===== config.mk =====
export PLATFORM = sky130hd
export DESIGN_NAME = toroidal_grid_distance
export DESIGN_NICKNAME = d
export VERILOG_FILES = /design/src/rtl/tgd_pkg.sv /design/src/rtl/tgd_mem.sv /design/src/rtl/tgd_isqrt.sv /design/src/rtl/toroidal_grid_distance.sv
export SDC_FILE = /design/constraint.sdc
export NUM_CORES = 2
export LEC_CHECK = 0
export ABC_AREA = 1
export BUFFER_PORTS_ARGS = -buffer_cell sky130_fd_sc_hd__buf_4
export CAP_MARGIN = 40
export CORE_ASPECT_RATIO = 0.9
export CORE_MARGIN = 2
export CORE_UTILIZATION = 25
export CTS_BUF_LIST = sky130_fd_sc_hd__clkbuf_2 sky130_fd_sc_hd__clkbuf_4 sky130_fd_sc_hd__clkbuf_8
export CTS_CLUSTER_DIAMETER = 120
export DETAILED_ROUTE_END_ITERATION = 8
export MAX_ROUTING_LAYER = met4
export PLACE_DENSITY = 0.37
export SLEW_MARGIN = 20
export SYNTH_ARGS = -nofsm -noshare
export SYNTH_HDL_FRONTEND = slang
export SYNTH_SLANG_ARGS = --single-unit

===== constraint.sdc =====
create_clock -name i_clk -period 11.9 [get_ports i_clk]
set_input_delay 0.595 -clock i_clk [delete_from_list [all_inputs] [get_ports i_clk]]
set_output_delay 0.595 -clock i_clk [all_outputs]
set_load 0.02 [all_outputs]

===== src/rtl/tgd_pkg.sv =====
package tgd_pkg;

    // Table and field geometry
    localparam int MEMBER_SLOTS = 64;
    localparam int COORD_BITS   = 10;
    localparam int IDX_W        = 6;
    localparam int ADDR_W       = $clog2(MEMBER_SLOTS);
    localparam int REG_W        = 11;
    localparam int CFG_IDX_W    = 2;
    localparam int DIST_W       = 11;

    // Signed axis delta: |diff| - full can reach -(2**REG_W - 2)
    localparam int DELTA_W = ((COORD_BITS > REG_W) ? COORD_BITS : REG_W) + 1;
    localparam int SQ_W    = 2 * (DELTA_W - 1);
    localparam int SUM_W   = SQ_W + 1;
    localparam int ROOT_W  = (SUM_W + 1) / 2;
    localparam int CNT_W   = $clog2(ROOT_W + 1);

    localparam logic [DIST_W-1:0] DIST_MAX = '1;

    localparam logic [REG_W-1:0] MAP_WIDTH_RST   = REG_W'(1024);
    localparam logic [REG_W-1:0] MAP_HEIGHT_RST  = REG_W'(1024);
    localparam logic [REG_W-1:0] HALF_WIDTH_RST  = REG_W'(512);
    localparam logic [REG_W-1:0] HALF_HEIGHT_RST = REG_W'(512);

    typedef enum logic {
        OP_WRITE = 1'b0,
        OP_QUERY = 1'b1
    } t_op;

    typedef enum logic [CFG_IDX_W-1:0] {
        CFG_MAP_WIDTH   = 2'd0,
        CFG_MAP_HEIGHT  = 2'd1,
        CFG_HALF_WIDTH  = 2'd2,
        CFG_HALF_HEIGHT = 2'd3
    } t_cfg_reg;

endpackage


===== src/rtl/tgd_mem.sv =====
module tgd_mem
    import tgd_pkg::*;
(
    input  logic                    i_clk,
    input  logic                    i_we,
    input  logic [ADDR_W-1:0]       i_waddr,
    input  logic [2*COORD_BITS-1:0] i_wdata,
    input  logic                    i_re,
    input  logic [ADDR_W-1:0]       i_raddr_a,
    input  logic [ADDR_W-1:0]       i_raddr_b,
    output logic [2*COORD_BITS-1:0] o_rdata_a,
    output logic [2*COORD_BITS-1:0] o_rdata_b
);

    // {col, row} per member, one write port, two registered read ports
    logic [2*COORD_BITS-1:0] mem [MEMBER_SLOTS];

    always_ff @(posedge i_clk) begin
        if (i_we) begin
            mem[i_waddr] <= i_wdata;
        end
    end

    always_ff @(posedge i_clk) begin
        if (i_re) begin
            o_rdata_a <= mem[i_raddr_a];
            o_rdata_b <= mem[i_raddr_b];
        end
    end

endmodule


===== src/rtl/tgd_isqrt.sv =====
module tgd_isqrt
    import tgd_pkg::*;
(
    input  logic              i_clk,
    input  logic              i_rst_n,
    input  logic              i_start,
    input  logic [SUM_W-1:0]  i_radicand,
    output logic              o_busy,
    output logic              o_done,
    output logic [ROOT_W-1:0] o_root
);

    // Digit-by-digit root, one result bit per cycle
    localparam logic [SUM_W-1:0] BIT_START = SUM_W'(1) << (2 * (ROOT_W - 1));

    logic [SUM_W-1:0] r_rem;
    logic [SUM_W-1:0] r_root;
    logic [SUM_W-1:0] r_bit;
    logic [CNT_W-1:0] r_cnt;
    logic             r_busy;
    logic             r_done;
    logic [SUM_W-1:0] cand;

    assign cand = r_root + r_bit;

    always_ff @(posedge i_clk) begin
        if (!i_rst_n) begin
            r_busy <= 1'b0;
            r_done <= 1'b0;
            r_cnt  <= '0;
        end else begin
            if (i_start) begin
                r_rem  <= i_radicand;
                r_root <= '0;
                r_bit  <= BIT_START;
                r_cnt  <= CNT_W'(ROOT_W);
                r_busy <= 1'b1;
                r_done <= 1'b0;
            end else if (r_busy) begin
                if (r_rem >= cand) begin
                    r_rem  <= r_rem - cand;
                    r_root <= (r_root >> 1) + r_bit;
                end else begin
                    r_root <= r_root >> 1;
                end
                r_bit <= r_bit >> 2;
                r_cnt <= r_cnt - CNT_W'(1);
                if (r_cnt == CNT_W'(1)) begin
                    r_busy <= 1'b0;
                end
                r_done <= (r_cnt == CNT_W'(1));
            end else begin
                r_done <= 1'b0;
            end
        end
    end

    assign o_busy = r_busy;
    assign o_done = r_done;
    assign o_root = r_root[ROOT_W-1:0];

endmodule


===== src/rtl/toroidal_grid_distance.sv =====
// Toroidal grid distance
//
// Input channel (i_in_valid / o_in_ready) carries one item per transfer.
// op = write stores (column, row) at index_a in a 64-entry table and
// gives no result. op = query reads entries index_a and
// index_b, forms the wrapped column and row deltas, and returns the floor of
// the Euclidean distance on the output channel (o_out_valid / i_out_ready).
//
// A query passes through the table read at the transfer, the delta and
// square registers, the sum step, 12 square-root steps and the output load;
// the next item is taken only once the block is back in idle. The 12-step
// root unit works one result bit a cycle. Writes go back to back.
//
// Config writes (i_cfg_wr_en) land at once; write them only while idle.
// Reset restores map 1024 x 1024 with half extents 512 and clears all
// control state; table contents stay undefined until written.
// A stalled receiver holds the result in the output register; a new item is
// still taken, and a second query waits at its end until that slot frees.
module toroidal_grid_distance
    import tgd_pkg::*;
(
    input  logic                 i_clk,
    input  logic                 i_rst_n,
    // input channel
    input  logic                 i_in_valid,
    output logic                 o_in_ready,
    input  logic                 i_op,
    input  logic [IDX_W-1:0]     i_index_a,
    input  logic [IDX_W-1:0]     i_index_b,
    input  logic [COORD_BITS-1:0] i_pos_col,
    input  logic [COORD_BITS-1:0] i_pos_row,
    // output channel
    output logic                 o_out_valid,
    input  logic                 i_out_ready,
    output logic [DIST_W-1:0]    o_distance,
    // configuration
    input  logic                 i_cfg_wr_en,
    input  logic [CFG_IDX_W-1:0] i_cfg_index,
    input  logic [REG_W-1:0]     i_cfg_data
);

    typedef enum logic [2:0] {
        S_IDLE,
        S_READ,
        S_SQUARE,
        S_SUM,
        S_ROOT,
        S_DONE
    } t_state;

    t_state r_state;

    logic [REG_W-1:0] r_map_width;
    logic [REG_W-1:0] r_map_height;
    logic [REG_W-1:0] r_half_width;
    logic [REG_W-1:0] r_half_height;

    logic r_a_ok;
    logic r_b_ok;
    logic signed [DELTA_W-1:0] r_dc;
    logic signed [DELTA_W-1:0] r_dr;
    logic [SQ_W-1:0] r_sq_c;
    logic [SQ_W-1:0] r_sq_r;
    logic            r_out_valid;
    logic [DIST_W-1:0] r_distance;

    logic in_fire;
    logic a_in_range;
    logic b_in_range;
    logic mem_we;
    logic mem_re;
    logic [2*COORD_BITS-1:0] rd_a;
    logic [2*COORD_BITS-1:0] rd_b;
    logic [COORD_BITS-1:0] a_col, a_row, b_col, b_row;
    logic signed [DELTA_W-1:0] dc, dr;
    logic signed [2*DELTA_W-1:0] prod_c, prod_r;
    logic sqrt_start, sqrt_busy, sqrt_done;
    logic [ROOT_W-1:0] sqrt_root;
    logic [DIST_W-1:0] root_sat;
    logic out_free;
    logic out_load;

    // Absolute difference, then one wrap by the full extent past the half
    function automatic logic signed [DELTA_W-1:0] axis_delta(
        input logic [COORD_BITS-1:0] p,
        input logic [COORD_BITS-1:0] q,
        input logic [REG_W-1:0]      half,
        input logic [REG_W-1:0]      full
    );
        logic [COORD_BITS-1:0] diff;
        logic [DELTA_W-2:0]    diff_x;
        logic [DELTA_W-2:0]    half_x;
        logic [DELTA_W-2:0]    full_x;
        diff   = (p >= q) ? (p - q) : (q - p);
        diff_x = (DELTA_W-1)'(diff);
        half_x = (DELTA_W-1)'(half);
        full_x = (DELTA_W-1)'(full);
        if (diff_x > half_x) begin
            return $signed({1'b0, diff_x}) - $signed({1'b0, full_x});
        end
        return $signed({1'b0, diff_x});
    endfunction

    assign in_fire    = i_in_valid && o_in_ready;
    assign a_in_range = 32'(i_index_a) < MEMBER_SLOTS;
    assign b_in_range = 32'(i_index_b) < MEMBER_SLOTS;
    assign mem_we     = in_fire && (i_op == OP_WRITE) && a_in_range;
    assign mem_re     = in_fire && (i_op == OP_QUERY);

    tgd_mem u_mem (
        .i_clk     (i_clk),
        .i_we      (mem_we),
        .i_waddr   (ADDR_W'(i_index_a)),
        .i_wdata   ({i_pos_col, i_pos_row}),
        .i_re      (mem_re),
        .i_raddr_a (ADDR_W'(i_index_a)),
        .i_raddr_b (ADDR_W'(i_index_b)),
        .o_rdata_a (rd_a),
        .o_rdata_b (rd_b)
    );

    // Entries past the table read as zero
    assign a_col = r_a_ok ? rd_a[2*COORD_BITS-1:COORD_BITS] : '0;
    assign a_row = r_a_ok ? rd_a[COORD_BITS-1:0]            : '0;
    assign b_col = r_b_ok ? rd_b[2*COORD_BITS-1:COORD_BITS] : '0;
    assign b_row = r_b_ok ? rd_b[COORD_BITS-1:0]            : '0;

    assign dc = axis_delta(a_col, b_col, r_half_width, r_map_width);
    assign dr = axis_delta(a_row, b_row, r_half_height, r_map_height);

    assign prod_c = r_dc * r_dc;
    assign prod_r = r_dr * r_dr;

    assign sqrt_start = (r_state == S_SUM);

    tgd_isqrt u_isqrt (
        .i_clk      (i_clk),
        .i_rst_n    (i_rst_n),
        .i_start    (sqrt_start),
        .i_radicand (SUM_W'(r_sq_c) + SUM_W'(r_sq_r)),
        .o_busy     (sqrt_busy),
        .o_done     (sqrt_done),
        .o_root     (sqrt_root)
    );

    assign root_sat = (sqrt_root > ROOT_W'(DIST_MAX)) ? DIST_MAX : DIST_W'(sqrt_root);
    assign out_free = !r_out_valid || i_out_ready;
    // Result moves into the output register this cycle
    assign out_load = out_free && (((r_state == S_ROOT) && sqrt_done) || (r_state == S_DONE));

    always_ff @(posedge i_clk) begin
        if (!i_rst_n) begin
            r_state       <= S_IDLE;
            r_out_valid   <= 1'b0;
            r_map_width   <= MAP_WIDTH_RST;
            r_map_height  <= MAP_HEIGHT_RST;
            r_half_width  <= HALF_WIDTH_RST;
            r_half_height <= HALF_HEIGHT_RST;
        end else begin
            if (i_cfg_wr_en) begin
                unique case (t_cfg_reg'(i_cfg_index))
                    CFG_MAP_WIDTH:   r_map_width   <= i_cfg_data;
                    CFG_MAP_HEIGHT:  r_map_height  <= i_cfg_data;
                    CFG_HALF_WIDTH:  r_half_width  <= i_cfg_data;
                    CFG_HALF_HEIGHT: r_half_height <= i_cfg_data;
                    default: ;
                endcase
            end

            if (out_load) begin
                r_out_valid <= 1'b1;
            end else if (r_out_valid && i_out_ready) begin
                r_out_valid <= 1'b0;
            end

            unique case (r_state)
                S_IDLE: begin
                    if (in_fire && (i_op == OP_QUERY)) begin
                        r_a_ok  <= a_in_range;
                        r_b_ok  <= b_in_range;
                        r_state <= S_READ;
                    end
                end
                S_READ: begin
                    r_dc    <= dc;
                    r_dr    <= dr;
                    r_state <= S_SQUARE;
                end
                S_SQUARE: begin
                    r_sq_c  <= prod_c[SQ_W-1:0];
                    r_sq_r  <= prod_r[SQ_W-1:0];
                    r_state <= S_SUM;
                end
                S_SUM: begin
                    r_state <= S_ROOT;
                end
                S_ROOT: begin
                    if (sqrt_done) begin
                        if (out_free) begin
                            r_distance  <= root_sat;
                            r_state     <= S_IDLE;
                        end else begin
                            r_state <= S_DONE;
                        end
                    end
                end
                S_DONE: begin
                    if (out_free) begin
                        r_distance  <= root_sat;
                        r_state     <= S_IDLE;
                    end
                end
                default: r_state <= S_IDLE;
            endcase
        end
    end

    assign o_in_ready  = (r_state == S_IDLE);
    assign o_out_valid = r_out_valid;
    assign o_distance  = r_distance;

    // Root unit is never restarted mid-run
    a_start_idle: assert property (@(posedge i_clk) disable iff (!i_rst_n)
        sqrt_start |-> !sqrt_busy)
        else $error("root unit started while busy");

    // Root finishes only while the sequencer waits for it
    a_done_in_root: assert property (@(posedge i_clk) disable iff (!i_rst_n)
        sqrt_done |-> (r_state == S_ROOT))
        else $error("root done outside root wait");

    // A table write never starts a computation
    a_write_no_work: assert property (@(posedge i_clk) disable iff (!i_rst_n)
        (in_fire && (i_op == OP_WRITE)) |=> (r_state == S_IDLE))
        else $error("write item left idle");

    // A pending result is never overwritten by a new one
    a_no_overwrite: assert property (@(posedge i_clk) disable iff (!i_rst_n)
        (r_out_valid && !i_out_ready) |=> (r_out_valid && $stable(r_distance)))
        else $error("pending result overwritten");

endmodule


## Word-level counts from Yosys, hierarchy flattened

Memory sizes are Yosys's and may differ from the RTL's. A register that Yosys moved wholly into a read port is not among the register bits.
Index checks and enable logic that the tools add are counted.

- Reductions and logical operators: 27
- Bitwise operators: 3
- $lt $le $gt $ge: 6
- Add/subtract/negate cells: 11
- Multiplexer cells: 32
- Equality and inequality tests: 12
- Multiply operators: 2

Operators by type and width:

| cell | number |
|---|---|
| 2-to-1 mux 23 bit | 6 |
| multiplier 12 x 12 -> 22 bit | 2 |
| 2-to-1 mux 10 bit | 4 |
| subtractor 10 bit | 4 |
| 2-to-1 mux 11 bit | 3 |
| 2-to-1 mux 12 bit | 2 |
| subtractor 10 x 11 -> 12 bit | 2 |
| adder 22 x 22 -> 23 bit | 1 |
| adder 22 x 23 -> 23 bit | 1 |
| adder 23 bit | 1 |
| >= comparator 23 bit | 1 |
| subtractor 23 bit | 1 |
| > comparator 10 x 11 -> 1 bit | 2 |
| case mux 11 bit (2 select lines) | 1 |
| >= comparator 10 bit | 2 |
| case mux 3 bit (6 select lines) | 1 |
| AND reduction 2 bit | 7 |
| > comparator 12 x 11 -> 1 bit (second input constant) | 1 |
| 2-to-1 mux 3 bit | 4 |
| 2-to-1 mux 1 bit | 9 |
| AND reduction 3 bit | 3 |
| 2-to-1 mux 4 bit | 2 |
| nonzero test 2 bit | 4 |
| == test 3 x 2 -> 1 bit (second input constant) | 2 |
| other kinds (16) | 27 |

- Bits in writable memories: 1,280
- Output and inout port bits: 13
- Register bits after elaboration: 191
- Memories kept: 1

Memory list:

| name | words | width | rd ports | clocked after Yosys merged registers in | write ports | RTL line | text |
|---|---|---|---|---|---|---|---|
| u_mem.mem | 64 | 20 | 2 | 2 | 1 | tgd_mem.sv:16 | `logic [2*COORD_BITS-1:0] mem [MEMBER_SLOTS];` |

## Longest topological paths before layout

- Word-level depth: 5
- Gate-level depth with buffers: 25
- Mapped depth without buffers: 25

## Hierarchy

From an unflattened synthesis, not the netlist that was laid out.

- Cell total of the unflattened synthesis: 10,784
- Area total of the unflattened synthesis: 91,022.3 µm²

By module, submodules not included:

| module | times used | cells each | area each (µm²) |
|---|---|---|---|
| tgd_mem | 1 | 7,376 | 65,831.9 |
| toroidal_grid_distance | 1 | 2,444 | 18,803.0 |
| tgd_isqrt | 1 | 964 | 6,387.4 |

## Worst setup path after synthesis

No wires, ideal clock.

- Kind: register to register
- Start: register r_dr[11]
- End: register r_sq_r[21], data pin
- Data required time: 11.648 ns
- Arrival time: 4.648 ns
- Cell stages (with the launch flop): 20
- Slack: 7.000 ns
- Path through: edfxtp_1 -> clkbuf_1 -> nand2_1 -> fa_1 -> inv_1 -> fa_1 -> inv_1 -> fa_1 -> inv_1 -> fa_1 -> fa_1 -> ha_1 -> inv_1 -> nor3_1 -> inv_1 -> or2_2 -> nand3_1 -> inv_1 -> nand2_1 -> nand2_1

- Longest elaborated chain between the ends: 1

RTL lines:

| item | RTL line | text |
|---|---|---|
| start: declaration | toroidal_grid_distance.sv:61 | `logic signed [DELTA_W-1:0] r_dr;` |
| start signal: assignment | toroidal_grid_distance.sv:186 | `r_dr <= dr;` |
| multiplier 12 x 12 -> 22 bit | toroidal_grid_distance.sv:132 | `assign prod_r = r_dr * r_dr;` |
| named net prod_r[21] | toroidal_grid_distance.sv:76 | `logic signed [2*DELTA_W-1:0] prod_c, prod_r;` |
| end signal: assignment | toroidal_grid_distance.sv:191 | `r_sq_r <= prod_r[SQ_W-1:0];` |
| end: declaration | toroidal_grid_distance.sv:63 | `logic [SQ_W-1:0] r_sq_r;` |

The timed path passes the listed nets, and every way through them passes these cells.
A chain may end at the register's enable or synchronous reset.

## Worst setup path in the final report

Same ends and word-level chain as after synthesis.

==> metrics.md <==
| Metric | Value |
|---|---|
| #FFs+latches synth | 1509 |
| Standard-cell rows | 207 |
| Pin count of the biggest net entering global routing | 165 |
| Mean Syn Cell Area | 8.66 um2 |
| Via Count | 74000 |
| VDD IR-drop max | between 400 and 500 uV |
| CP required | 12580 ps |
| Lkg Pwr | 41.0 nW |
| Starting DRT DRC Count | 7766 |
| Filler cell count | 37300 |
| Vias per Instance | ~5 |
| Worst-path clk slew | 60 ps |
| CTS Sinks | between 1500 and 2000 |
| Final #Nets | between 10000 and 15000 |
| Setup Viol. Count Final | 0 |
| Residual DRC | 0 |
| Chip width | roughly 630 um |
| Startpoint Class | register |
| CP arrival | 6200 ps |
| Total CTS buffers | 293 |
| Final Hold Viols | 0 |
| Area delta synth->final | 14.1% |
| Placed inst area | 94900 um2 |
| Layout cells sized above 1 | 8.03% |
| Post-synthesis sequential area ratio | 50.7% |
| WS Path Type | reg2reg |
| Drt wl/cell | 25.1 um |
| Final Slew Violations | 0 |
| Core area | 352000 um2 |
| Syn Inst Count | 10200 |
| Clk_skew | 134 ps |
| Detailed placement HPWL | 245000 um |
| Netlist cell types | 48 |
| Final Hold Slack | ~70 ps |
| Ys Warns | 0 |
| Die H | 568 um |
| Number of global-route vias before repair | 72200 |
| Power Density | between 200 and 300 nW/um2 |
| Design area | 101000 um2 |
| Max clock buf depth | 4 |
| Grt ovf | 0 |
| Slowest stage delay, CP | 690 ps |
| Max Cap Violations | 0 |
| Critical path's slowest cell | edfxtp_1 |
| Effective utilization at floorplan | 25.1% |
| Port Buffers | 63 |
| Slew HR | 17.8% |
| Final worst-path cycle share | 46.4% |
| Crit end category | register |
| H-tree depth | 5 |
| Crit-path max FO | 14 |
| Tmin final | 5520 ps |
| RSZ-0062 raised after global routing | no |
| Gr usage total | roughly a fifth |
| Outcome | finished, final reports clean |
| DP Worst Slack | 6420 ps |
| Fmax | 181 MHz |
| First-pass GRT wire length | roughly 540000 um |
| Measured slew at the worst slew-check pin | 1230 ps |
| CTS tree | done |
| Hold Path Class | in2reg |
| Worst-skew pair later-pin latency | 1020 ps |
| Total Power | 26.0 mW |
| Drt first pass iters | 9 |
| Final setup margin | 6380 ps |
| WL final | roughly 380000 um |
| Post-synthesis instance area | approximately 88000 um2 |
| Die ar. | 358000 um2 |
| Mapped Nets | roughly 11000 |
| Detail Route Antenna Nets | 0 |
| Initial antenna violation count | 26 |
| CP Cell Sequence | clkinv_1 -> nor2_1 -> xnor2_1 -> ha_1 -> fa_1 -> inv_1 -> fa_1 -> inv_1 -> fa_1 -> inv_1 -> fa_1 -> inv_1 -> ha_1 -> a21oi_1 -> a21boi_0 -> nand2_1 -> nand2_1 -> nand3_1 -> nand3_1 -> nand2_1 |
| Placer Congestion | 0.873 |
| Number of I/O pins | 64 |
| Setup tns final | 0 ps |
| Root buf cell | clkbuf_8 |
-- flip-flops by register name, indices dropped and copies added, names as in the netlist, 3 cells and up --
register,count
r_sq_c,21
r_half_width,11
u_isqrt.r_bit,12
u_mem.o_rdata_a,20
r_map_width,11
u_mem.mem,1280
u_isqrt.r_cnt,4
u_mem.o_rdata_b,20
r_state,3
r_sq_r,21
r_dc,12
u_isqrt.r_root,23
o_distance,11
r_dr,12
u_isqrt.r_rem,23
r_map_height,11
r_half_height,11
-- final timing paths --
| kind | depth (start not counted) | slack, ps | end | start |
|---|---|---|---|---|
| setup / recovery | 20 | 6380 | r_sq_r[21] | r_dr[11] |
| hold / removal | 1 | 70 | u_mem.mem[50][8] | i_pos_row[8] |
| setup reg to reg | 20 | 6380 | r_sq_r[21] | r_dr[11] |
| hold reg to reg | 2 | 460 | r_half_height[4] | r_half_height[4] |
-- worst max-delay path, delay by kind of cell, from the launching register on --
kind | cells | cell delay, ps
AO/OA/AOI/OAI | 2 | 490
XOR/XNOR | 1 | 150
adder cells (fa/ha/maj) | 6 | 2530
buffers and inverters | 5 | 630
flip-flops | 1 | 690
AND/OR/NAND/NOR | 6 | 790
-- layout by cell type (no fill, tap or decap), types with 13 or more instances in the layout --
cell type,instances
inv_1,1006
nor3_1,26
o21a_1,13
nand4_1,146
clkinv_1,69
and2_1,13
edfxtp_1,1455
clkbuf_4,87
o211ai_1,54
nor2_1,303
ha_1,252
dfxtp_1,54
a22oi_1,35
nand3_1,1000
buf_16,19
or2_2,30
o21ai_1,33
a21o_1,16
fa_1,233
a21oi_1,571
dlygate4sd3_1,24
clkinv_2,19
o22ai_1,14
o21ai_0,595
xnor2_1,49
clkbuf_8,304
nor2_2,67
buf_12,16
o21bai_1,13
buf_4,219
xor2_1,77
nand2_1,3517
nand3b_1,32
diode_2,17
-- cell usage after synthesis, drive strengths merged --
| master | n | area, um2 |
|---|---|---|
| a31o | 1 | 8.76 |
| o2bb2ai | 1 | 8.76 |
| a21oi | 572 | 2860 |
| mux2 | 1 | 11.3 |
| o21bai | 13 | 97.6 |
| xnor2 | 49 | 429 |
| a41oi | 1 | 8.76 |
| clkbuf | 274 | 1030 |
| and3 | 1 | 6.26 |
| nand4 | 146 | 913 |
| or2 | 33 | 206 |
| a31oi | 8 | 50.1 |
| a211oi | 1 | 7.51 |
| nand2 | 3517 | 13200 |
| dfxtp | 54 | 1080 |
| edfxtp | 1455 | 43700 |
| a22oi | 35 | 263 |
| nand3 | 1003 | 5020 |
| a21boi | 7 | 52.6 |
| fa | 233 | 4660 |
| o211ai | 54 | 405 |
| o21ai | 628 | 3140 |
| nand3b | 32 | 240 |
| o31ai | 1 | 7.51 |
| xor2 | 77 | 674 |
| and2 | 14 | 87.6 |
| nor3b | 1 | 7.51 |
| a21o | 16 | 120 |
| o21a | 13 | 97.6 |
| clkinv | 6 | 22.5 |
| nor2 | 372 | 1400 |
| inv | 1026 | 3850 |
| nor3 | 36 | 185 |
| buf | 248 | 1200 |
| nor4 | 4 | 25.0 |
| o22ai | 14 | 87.6 |
| o221ai | 1 | 8.76 |
| ha | 252 | 3150 |
| o2111ai | 1 | 8.76 |
-- layer usage --
metal	track usage, %	part of all wire [%]	vias up
li1	-	-	34100
met1	29.0	45	36400
met2	32.3	44	2848
met3	2.92	6.5	623
met4	8.27	4.3	0
met5	-	0	-
-- final cells by class --
cell class	instances	area (um2)	share of cell area, %
diodes	17	42.5	0.0422
clock buffers	390	4820	4.79
clock inverters	106	703	0.698
inverters	1032	3940	3.91
multi-input cells	7138	37700	37.4
flip-flops and latches	1509	44800	44.4
well taps	4702	5880	5.84
repair buffers	297	2920	2.89
-- cells by family after synthesis --
group / Yosys count / synth area share (%)
AO/OA/AOI/OAI: 1367 / 8.19
adder cells (fa/ha/maj): 485 / 8.85
AND/OR/NAND/NOR: 5159 / 24.1
buffers and inverters: 1554 / 6.90
flip-flops: 1509 / 50.7
XOR/XNOR: 126 / 1.25
multiplexers: 1 / 0.0127
-- power by group --
part           internal (mW)  switching, mW
combinational           5.08           8.86
clock                   2.79           2.43
sequential              6.65          0.191
total                   14.5           11.5
-- per-stage QoR --
stage	instances	utilization, %
detailed placement	14600	26.9
global route	15200	28.6
CTS	15200	28.6
finish	15200	28.6
global placement	14600	26.7
floorplan	10200	-
-- what timing repair did --
action,4_1_cts,5_1_grt
hold buffers,23,1
endpoints found under the hold margin,168,8
resized for setup,0,0
buffers inserted,0,0
Note: power is estimated with default switching activity, not from simulation.
